===== src/rtl/core/gbp_pkg.sv =====
// Package for the graph BFS path engine.
// Request and result types and status codes; no dependencies.
package gbp_pkg;

  localparam logic [2:0] ST_ADDED   = 3'd0;
  localparam logic [2:0] ST_PATH    = 3'd1;
  localparam logic [2:0] ST_NOPATH  = 3'd2;
  localparam logic [2:0] ST_UNKNOWN = 3'd3;
  localparam logic [2:0] ST_SAME    = 3'd4;
  localparam logic [2:0] ST_DUP     = 3'd5;
  localparam logic [2:0] ST_FULL    = 3'd6;

  localparam logic REQ_ADD  = 1'b0;
  localparam logic REQ_PATH = 1'b1;

  typedef struct packed {
    logic               req_type;
    logic signed [15:0] label_a;
    logic signed [15:0] label_b;
  } gbp_req_t;

  typedef struct packed {
    logic [2:0]         status;
    logic signed [15:0] vertex_label;
    logic [4:0]         hop_index;
    logic               last;
  } gbp_res_t;

endpackage


===== src/rtl/core/gbp_ram.sv =====
// Generic single-port-write, one-read RAM with registered read data.
// No dependencies.
module gbp_ram #(
  parameter int WIDTH = 8,
  parameter int DEPTH = 32
) (
  input  logic                     clk,
  input  logic                     we,
  input  logic [$clog2(DEPTH)-1:0] waddr,
  input  logic [WIDTH-1:0]         wdata,
  input  logic [$clog2(DEPTH)-1:0] raddr,
  output logic [WIDTH-1:0]         rdata
);
  logic [WIDTH-1:0] mem [DEPTH];

  // Write port and registered read port.
  always_ff @(posedge clk) begin
    if (we) begin
      mem[waddr] <= wdata;
    end
    rdata <= mem[raddr];
  end
endmodule


===== src/rtl/core/graph_bfs_path_engine_top.sv =====
// Graph BFS path engine. Requests add undirected edges or ask for the shortest
// path between two labels. Edges are kept in an adjacency-row RAM, labels in a
// slot RAM, BFS parents, the queue and the path trail in three more RAMs. After
// reset a clearing pass zeros the adjacency RAM before any request is taken.
// The label lookup reads one slot per cycle over the current vertex count. An
// add request then inserts new labels and updates both adjacency rows, unless
// the edge is a duplicate or the table is full. A path request runs BFS after
// the lookup. Each dequeued vertex goes through a dequeue, a row read, a scan
// of every known vertex and a wait to settle the next queue read. The trace
// writes the trail and reads the parent of each path vertex in turn, and each
// path result then fetches its trail slot and its label and loads the output
// register, waiting while the receiver stalls. One request is handled at a time;
// a new request is taken once the last result has left the output register.
module graph_bfs_path_engine_top #(
  parameter int MAX_NODES = 32
) (
  input  logic              clk,
  input  logic              rst,
  input  logic              in_valid,
  output logic              in_ready,
  input  gbp_pkg::gbp_req_t in_data,
  output logic              out_valid,
  input  logic              out_ready,
  output gbp_pkg::gbp_res_t out_data
);
  import gbp_pkg::*;

  localparam int AW = $clog2(MAX_NODES);
  localparam int CW = $clog2(MAX_NODES + 1);

  localparam logic [3:0] S_CLR   = 4'd0;
  localparam logic [3:0] S_IDLE  = 4'd1;
  localparam logic [3:0] S_LOOK  = 4'd2;
  localparam logic [3:0] S_ADD0  = 4'd3;
  localparam logic [3:0] S_ADD1  = 4'd4;
  localparam logic [3:0] S_ADD2  = 4'd5;
  localparam logic [3:0] S_DEQ   = 4'd6;
  localparam logic [3:0] S_ROW   = 4'd7;
  localparam logic [3:0] S_SCAN  = 4'd8;
  localparam logic [3:0] S_TRACE = 4'd9;
  localparam logic [3:0] S_TWAIT = 4'd10;
  localparam logic [3:0] S_EMIT  = 4'd11;
  localparam logic [3:0] S_ELAB  = 4'd12;
  localparam logic [3:0] S_OUT   = 4'd13;
  localparam logic [3:0] S_QWAIT = 4'd14;

  logic [3:0]           state;
  gbp_req_t             req;
  logic [CW-1:0]        vcount;
  logic [CW-1:0]        idx;
  logic                 lk_phase;
  logic                 fa, fb;
  logic [AW-1:0]        sa, sb;
  logic [MAX_NODES-1:0] visited;
  logic [CW-1:0]        qhead, qtail;
  logic [AW-1:0]        cur;
  logic [MAX_NODES-1:0] row;
  logic [CW-1:0]        plen;
  logic [AW-1:0]        tv;
  logic [CW-1:0]        ei;
  logic                 res_pending;
  gbp_res_t             res;

  // RAM ports.
  logic                 adj_we, lab_we, par_we, q_we, tr_we;
  logic [AW-1:0]        adj_wa, adj_ra, lab_wa, lab_ra, par_wa, par_ra, q_wa, q_ra;
  logic [AW-1:0]        tr_wa, tr_ra;
  logic [MAX_NODES-1:0] adj_wd, adj_rd;
  logic [15:0]          lab_wd, lab_rd;
  logic [AW-1:0]        par_wd, par_rd, q_wd, q_rd, tr_wd, tr_rd;

  gbp_ram #(.WIDTH(MAX_NODES), .DEPTH(MAX_NODES)) u_adj (
    .clk(clk), .we(adj_we), .waddr(adj_wa), .wdata(adj_wd), .raddr(adj_ra), .rdata(adj_rd));
  gbp_ram #(.WIDTH(16), .DEPTH(MAX_NODES)) u_lab (
    .clk(clk), .we(lab_we), .waddr(lab_wa), .wdata(lab_wd), .raddr(lab_ra), .rdata(lab_rd));
  gbp_ram #(.WIDTH(AW), .DEPTH(MAX_NODES)) u_par (
    .clk(clk), .we(par_we), .waddr(par_wa), .wdata(par_wd), .raddr(par_ra), .rdata(par_rd));
  gbp_ram #(.WIDTH(AW), .DEPTH(MAX_NODES)) u_q (
    .clk(clk), .we(q_we), .waddr(q_wa), .wdata(q_wd), .raddr(q_ra), .rdata(q_rd));
  gbp_ram #(.WIDTH(AW), .DEPTH(MAX_NODES)) u_tr (
    .clk(clk), .we(tr_we), .waddr(tr_wa), .wdata(tr_wd), .raddr(tr_ra), .rdata(tr_rd));

  assign in_ready  = (state == S_IDLE) && !res_pending;
  assign out_valid = res_pending;
  assign out_data  = res;

  logic [AW-1:0] idx_a, scan_j;
  logic [CW-1:0] need;
  logic          nb_hit;
  logic [CW-1:0] lk_prev;
  logic [AW-1:0] deq_v;
  assign idx_a   = idx[AW-1:0];
  assign scan_j  = idx[AW-1:0];
  assign need    = CW'(!fa) + CW'(!fb);
  assign lk_prev = idx - CW'(1);
  assign nb_hit  = row[scan_j] && !visited[scan_j];
  // The start vertex heads the queue without being stored in it.
  assign deq_v   = (qhead == '0) ? sa : q_rd;

  // Memory address and write selection per state.
  always_comb begin
    adj_we = 1'b0; adj_wa = '0; adj_wd = '0; adj_ra = '0;
    lab_we = 1'b0; lab_wa = vcount[AW-1:0]; lab_wd = '0; lab_ra = idx_a;
    par_we = 1'b0; par_wa = scan_j; par_wd = cur; par_ra = tv;
    q_we = 1'b0; q_wa = qtail[AW-1:0]; q_wd = scan_j; q_ra = qhead[AW-1:0];
    tr_we = 1'b0; tr_wa = plen[AW-1:0]; tr_wd = tv;
    tr_ra = AW'(plen - CW'(1) - ei);
    case (state)
      S_CLR: begin
        adj_we = 1'b1; adj_wa = idx_a;
      end
      S_ADD0: begin
        adj_ra = sa;
        lab_we = !fa; lab_wd = req.label_a;
      end
      S_ADD1: begin
        // A new slot has a cleared row, so its stale read is ignored.
        adj_ra = sb;
        adj_we = 1'b1; adj_wa = sa;
        adj_wd = (fa ? adj_rd : '0) | (MAX_NODES'(1) << sb);
        lab_we = !fb; lab_wa = sb; lab_wd = req.label_b;
      end
      S_ADD2: begin
        adj_we = 1'b1; adj_wa = sb; adj_wd = adj_rd | (MAX_NODES'(1) << sa);
      end
      S_DEQ: begin
        adj_ra = deq_v;
      end
      S_SCAN: begin
        par_we = nb_hit;
        q_we   = nb_hit && (qtail < CW'(MAX_NODES));
      end
      S_TRACE: begin
        tr_we = 1'b1;
      end
      S_EMIT, S_ELAB, S_OUT: begin
        lab_ra = tr_rd;
      end
      default: begin
      end
    endcase
  end

  // Main sequencer.
  always_ff @(posedge clk) begin
    if (rst) begin
      state       <= S_CLR;
      idx         <= '0;
      vcount      <= '0;
      res_pending <= 1'b0;
      visited     <= '0;
    end else begin
      if (res_pending && out_ready) begin
        res_pending <= 1'b0;
      end
      case (state)
        S_CLR: begin
          idx <= idx + CW'(1);
          if (idx == CW'(MAX_NODES - 1)) begin
            state <= S_IDLE;
          end
        end
        S_IDLE: begin
          if (in_valid && in_ready) begin
            req      <= in_data;
            idx      <= '0;
            lk_phase <= 1'b0;
            fa       <= 1'b0;
            fb       <= 1'b0;
            state    <= S_LOOK;
            if (in_data.req_type == REQ_ADD && in_data.label_a == in_data.label_b) begin
              res         <= '{ST_SAME, 16'sd0, 5'd0, 1'b1};
              res_pending <= 1'b1;
              state       <= S_IDLE;
            end
          end
        end
        S_LOOK: begin
          // Label lookup: one slot read per cycle, compared in the next cycle.
          if (lk_phase) begin
            if (!fa && lab_rd == req.label_a) begin
              fa <= 1'b1; sa <= lk_prev[AW-1:0];
            end
            if (!fb && lab_rd == req.label_b) begin
              fb <= 1'b1; sb <= lk_prev[AW-1:0];
            end
          end
          if (idx < vcount) begin
            idx      <= idx + CW'(1);
            lk_phase <= 1'b1;
          end else begin
            lk_phase <= 1'b0;
            if (lk_phase) begin
              // Last compare is still pending this cycle; finish next cycle.
              idx <= idx;
            end else if (req.req_type == REQ_ADD) begin
              if (fa && fb) begin
                state <= S_ADD0;
              end else if (vcount + need > CW'(MAX_NODES)) begin
                res <= '{ST_FULL, 16'sd0, 5'd0, 1'b1};
                res_pending <= 1'b1;
                state <= S_IDLE;
              end else begin
                state <= S_ADD0;
              end
            end else begin
              if (!fa || !fb) begin
                res <= '{ST_UNKNOWN, 16'sd0, 5'd0, 1'b1};
                res_pending <= 1'b1;
                state <= S_IDLE;
              end else if (sa == sb) begin
                res <= '{ST_SAME, 16'sd0, 5'd0, 1'b1};
                res_pending <= 1'b1;
                state <= S_IDLE;
              end else begin
                visited <= MAX_NODES'(1) << sa;
                qhead   <= '0;
                qtail   <= CW'(1);
                state   <= S_DEQ;
              end
            end
          end
        end
        S_ADD0: begin
          // Insert an unknown label_a and assign slots to unknown labels; the row of a new slot is still clear.
          state <= S_ADD1;
        end
        S_ADD1: begin
          if (fa && fb && adj_rd[sb]) begin
            state <= S_IDLE;
            res <= '{ST_DUP, 16'sd0, 5'd0, 1'b1};
            res_pending <= 1'b1;
          end else begin
            state <= S_ADD2;
          end
        end
        S_ADD2: begin
          res <= '{ST_ADDED, 16'sd0, 5'd0, 1'b1};
          res_pending <= 1'b1;
          state <= S_IDLE;
        end
        S_DEQ: begin
          if (qhead >= qtail) begin
            res <= '{ST_NOPATH, 16'sd0, 5'd0, 1'b1};
            res_pending <= 1'b1;
            state <= S_IDLE;
          end else if (deq_v == sb) begin
            tv    <= sb;
            plen  <= '0;
            state <= S_TRACE;
          end else begin
            cur   <= deq_v;
            qhead <= qhead + CW'(1);
            state <= S_ROW;
          end
        end
        S_ROW: begin
          row   <= adj_rd;
          idx   <= '0;
          state <= S_SCAN;
        end
        S_SCAN: begin
          if (nb_hit && idx < vcount) begin
            visited[scan_j] <= 1'b1;
            if (qtail < CW'(MAX_NODES)) begin
              qtail <= qtail + CW'(1);
            end
          end
          if (idx >= vcount - CW'(1) || idx == CW'(MAX_NODES - 1)) begin
            state <= S_QWAIT;
          end else begin
            idx <= idx + CW'(1);
          end
        end
        S_QWAIT: begin
          // Queue read issued after the last enqueue has landed.
          state <= S_DEQ;
        end
        S_TRACE: begin
          plen <= plen + CW'(1);
          if (tv == sa || plen == CW'(MAX_NODES - 1)) begin
            ei    <= '0;
            state <= S_EMIT;
          end else begin
            state <= S_TWAIT;
          end
        end
        S_TWAIT: begin
          tv    <= par_rd;
          state <= S_TRACE;
        end
        S_EMIT: begin
          // Trail RAM read is issued; its slot addresses the label read next.
          if (!res_pending || out_ready) begin
            state <= S_ELAB;
          end
        end
        S_ELAB: begin
          state <= S_OUT;
        end
        S_OUT: begin
          if (!res_pending) begin
            res.status       <= ST_PATH;
            res.vertex_label <= lab_rd;
            res.hop_index    <= 5'(ei);
            res.last         <= (ei + CW'(1) == plen);
            res_pending      <= 1'b1;
            ei               <= ei + CW'(1);
            state            <= (ei + CW'(1) == plen) ? S_IDLE : S_EMIT;
          end
        end
        default: begin
          state <= S_IDLE;
        end
      endcase
      if (state == S_ADD0) begin
        if (!fa) begin
          sa <= vcount[AW-1:0];
        end
        if (!fb) begin
          sb <= AW'(vcount + CW'(!fa));
        end
        vcount <= vcount + need;
      end
    end
  end

endmodule


===== config.mk =====
export PLATFORM = sky130hd
export DESIGN_NAME = graph_bfs_path_engine_top
export DESIGN_NICKNAME = d
export VERILOG_FILES = /design/src/rtl/core/gbp_pkg.sv /design/src/rtl/core/gbp_ram.sv /design/src/rtl/core/graph_bfs_path_engine_top.sv
export SDC_FILE = /design/constraint.sdc
export NUM_CORES = 2
export LEC_CHECK = 0
export BUFFER_PORTS_ARGS = -buffer_cell sky130_fd_sc_hd__buf_2
export CAP_MARGIN = 10
export CORE_MARGIN = 10
export CORE_UTILIZATION = 32
export CTS_CLUSTER_DIAMETER = 150
export CTS_CLUSTER_SIZE = 25
export DETAILED_ROUTE_END_ITERATION = 12
export GPL_ROUTABILITY_DRIVEN = 1
export GPL_TIMING_DRIVEN = 0
export PLACE_DENSITY_LB_ADDON = 0.2
export SLEW_MARGIN = 40
export SYNTH_ARGS = -nofsm -noshare
export SYNTH_HDL_FRONTEND = slang
export SYNTH_SLANG_ARGS = --single-unit

===== constraint.sdc =====
create_clock -name clk -period 5 [get_ports clk]
set_input_delay 0.75 -clock clk [delete_from_list [all_inputs] [get_ports clk]]
set_output_delay 0.75 -clock clk [all_outputs]
set_load 0.02 [all_outputs]

==> metrics <==
sequential area share after synthesis 0.735; fillers about 26000; # H-tree levels 3; final setup violation count 0; Max Slew Vio Count 0; Worst EP required between 5 and 6 ns; CTS tree done; simple-gate share of the synthesized area 0.0815; pwr dens 377 mW/mm^2; Die ar. 0.306 sq mm; most common cell in the synthesized netlist edfxtp_1; slowest stage delay, CP roughly 0.52 ns; period utilization 0.982; main area contributors after synthesis edfxtp_1 71%, mux4_2 4.4%, nand2_1 3.7%; Yosys top cell by area edfxtp_1; Synth Flop Type edfxtp_1; min-delay worst type in2reg; Crit path max-delay family buffers and inverters; first-pass GRT wire length 400 mm; Final WS setup 0.0891 ns; row count 195; CTS max path bufs 3; drt first pass iters 8; CP dominant cell by count buf_4; largest net degree at the start of global routing 42; via/cell ratio 5.39; max-cap violations 0; Yosys top cell area share 0.710; Post-DP HPWL 202 mm; clock sink total 2265; worst-path fanout max 10; Core Area 0.283 sq mm; # DRC 0; Yosys cell types 71; startpoint type of the worst setup path flop; Final Hold Fails 0; placed cell count 9940; Synth Area in Compound Gates 0.0715; DR vias 54500; CTS Root Cell clkbuf_16; cell count after synthesis 5953; Worst path slowest cell or4b_4; Die Wd between 500 and 600 microns; final net count between 6000 and 7000; status completed; yosys warns 0; most frequent cells after synthesis 2153 x edfxtp_1, 888 x nand2_1, 355 x a21oi_1; final non-filler cell total 10100; clock transition at the registers of the reported paths 0.12 ns; Port Buffers 63; total wire length 282 mm; Worst Skew 0.0548 ns; final RePlAce weighted congestion 0.878; unrepaired setup endpoints after global routing true; synthesized area 0.0910 sq mm; CP Capture Type flop; Adder-Cell Fraction of Synth Area 0.00608; worst slack, placed -1.34 ns; Post-synth EDFFs 2153; I/O pin cnt 64; grt total ovfl 0; Critical Setup Path Class reg2reg; Starting Density 0.322; Syn-to-layout area delta 13.9%; Avg WL per Cell 27.9 microns; async set-reset flop share out of synthesis 0; antenna violations before repair 18; Final min period around 4.9 ns; main combinational cell family by area after synthesis simple AND/OR/NAND/NOR gates; Synth Net Count 6033; total track usage 0.176; Leakage 30.9 nW; Max rail drop VDD approximately 0.31 mV; 1st-iter DRT viols 5935; post-synthesis mux area share 0.0761; Die H 553 microns; Peak Freq 204 MHz; antenna-violating nets left 0; number of buffer and inverter stages on the critical path 6; Avg Synthesized Cell Area 15.3 sq um; Cell Chain, Critical Path clkbuf_1 > clkbuf_4 > inv_1 > ha_1 > or4b_4 > nor2_8 > mux2_2 > a21oi_4 > buf_4 > buf_4 > buf_2 > a32oi_1 > a22oi_2 > nand3_1; clock buffer count from CTS 101; flops & latches, synth between 2000 and 2500; share of cells above drive strength 1 0.152; Slew headroom 0.394; Worst-Skew Late Latency about 0.84 ns; XOR/XNOR Fraction of Synth Area 0.00952; vias in the first global route roughly 53000; Worst Path Arrival approximately 5.5 ns; actual slew at the worst max-slew pin between 0.9 and 1 ns
[cells in the final DEF, fill, tap and decap left out, types with 16 or more instances in the layout]
cell / synthesis / routed
buf_1: 47 / 30
mux2_2: 26 / 26
a32oi_1: 82 / 82
nor4_1: 70 / 38
clkbuf_2: 0 / 40
nand3_1: 229 / 219
xnor2_1: 47 / 45
a222oi_1: 16 / 16
a22oi_1: 53 / 41
nand2b_1: 16 / 16
mux4_2: 176 / 176
buf_2: 63 / 145
a31oi_1: 69 / 68
and2_1: 29 / 29
dfxtp_1: 112 / 107
nor3_1: 47 / 36
buf_6: 8 / 33
a221oi_1: 178 / 175
xor2_1: 52 / 52
nor2_4: 0 / 66
mux2i_1: 265 / 265
nor4_4: 0 / 17
o22ai_4: 0 / 16
nand4_1: 41 / 41
clkbuf_1: 238 / 234
edfxtp_1: 2153 / 2153
buf_4: 19 / 40
a211oi_1: 28 / 27
buf_8: 1 / 88
nand2_1: 888 / 885
buf_16: 0 / 45
and3_1: 23 / 23
clkbuf_16: 0 / 101
ha_1: 41 / 41
a22o_2: 0 / 16
o21ai_0: 57 / 44
inv_1: 36 / 36
a21oi_1: 355 / 351
nor2_1: 312 / 242
[layer usage]
metal  up-vias  global-route usage  share of wire
li1      23700                   -              -
met1     28400               0.251           0.44
met2      2010               0.286           0.47
met3       336              0.0226          0.065
met4         2              0.0469          0.028
met5         -                   0       0.000046
[area by class of cell]
type	count	area, sq um	area share
inverters	40	150	0.00145
clock buffers	148	2700	0.0261
clock inverters	11	198	0.00191
repair buffers	245	3330	0.0321
diodes	7	17.5	0.000169
well taps	3743	4680	0.0452
multi-input cells	3268	23900	0.230
flip-flops and latches	2265	66900	0.645
plain buffers	378	1840	0.0177
[report_power, final]
group / switching, mW / total, mW / internal (mW)
registers: 0.614 / 22.2 / 21.6
clock network: 6.02 / 9.86 / 3.84
logic: 4.97 / 7.12 / 2.14
[path summary, 6_finish.rpt]
check             slack [ns]             from  cells after the start         endpoint
setup / recovery        0.09         qhead[1]                     14  u_adj.rdata[10]
hold / removal          0.13      in_data[10]                      1          req[10]
setup reg to reg        0.09         qhead[1]                     14  u_adj.rdata[10]
hold reg to reg         0.52  u_adj.rdata[10]                      0          row[10]
[registers in the layout (all words and copies together) (netlist names), 6 cells and up]
signal / cells
row: 32
idx: 6
u_lab.rdata: 16
visited: 32
u_tr.mem: 160
qhead: 6
out_data: 25
vcount: 6
u_adj.rdata: 32
u_adj.mem: 1024
plen: 6
req: 33
qtail: 6
u_par.mem: 160
ei: 6
u_q.mem: 160
u_lab.mem: 512
[logic make-up after synthesis]
group                      Yosys count
xor gates and xnor gates            99
adders and majority gates           43
DFF                               2265
muxes                              468
buffers and inverters              420
and+or+nand+nor                   1712
AOI/OAI and AO/OA                  946
[metrics by stage]
step / TNS, ns / utilization / hold WS (ns) / power (mW) / area, sq um
2_1_floorplan: 0 / - / 0.425 / 25.7 / 91000
3_3_place_gp: -2925.98 / 0.340 / 0.490 / 28.9 / 96000
3_5_place_dp: -43.85 / 0.355 / 0.494 / 29.4 / 100000
4_1_cts: 0 / 0.366 / 0.0741 / 39.2 / 104000
5_1_grt: -0.0107 / 0.367 / 0.106 / 40.4 / 104000
6_report: 0 / 0.367 / 0.127 / 39.2 / 104000
[timing repair]
item	CTS	global route
pin swaps	7	6
hold buffers	0	0
endpoints found under the setup margin	182	54
resized for setup	91	36
buffers inserted	1	0
Note: power is estimated with default switching activity, not from simulation.
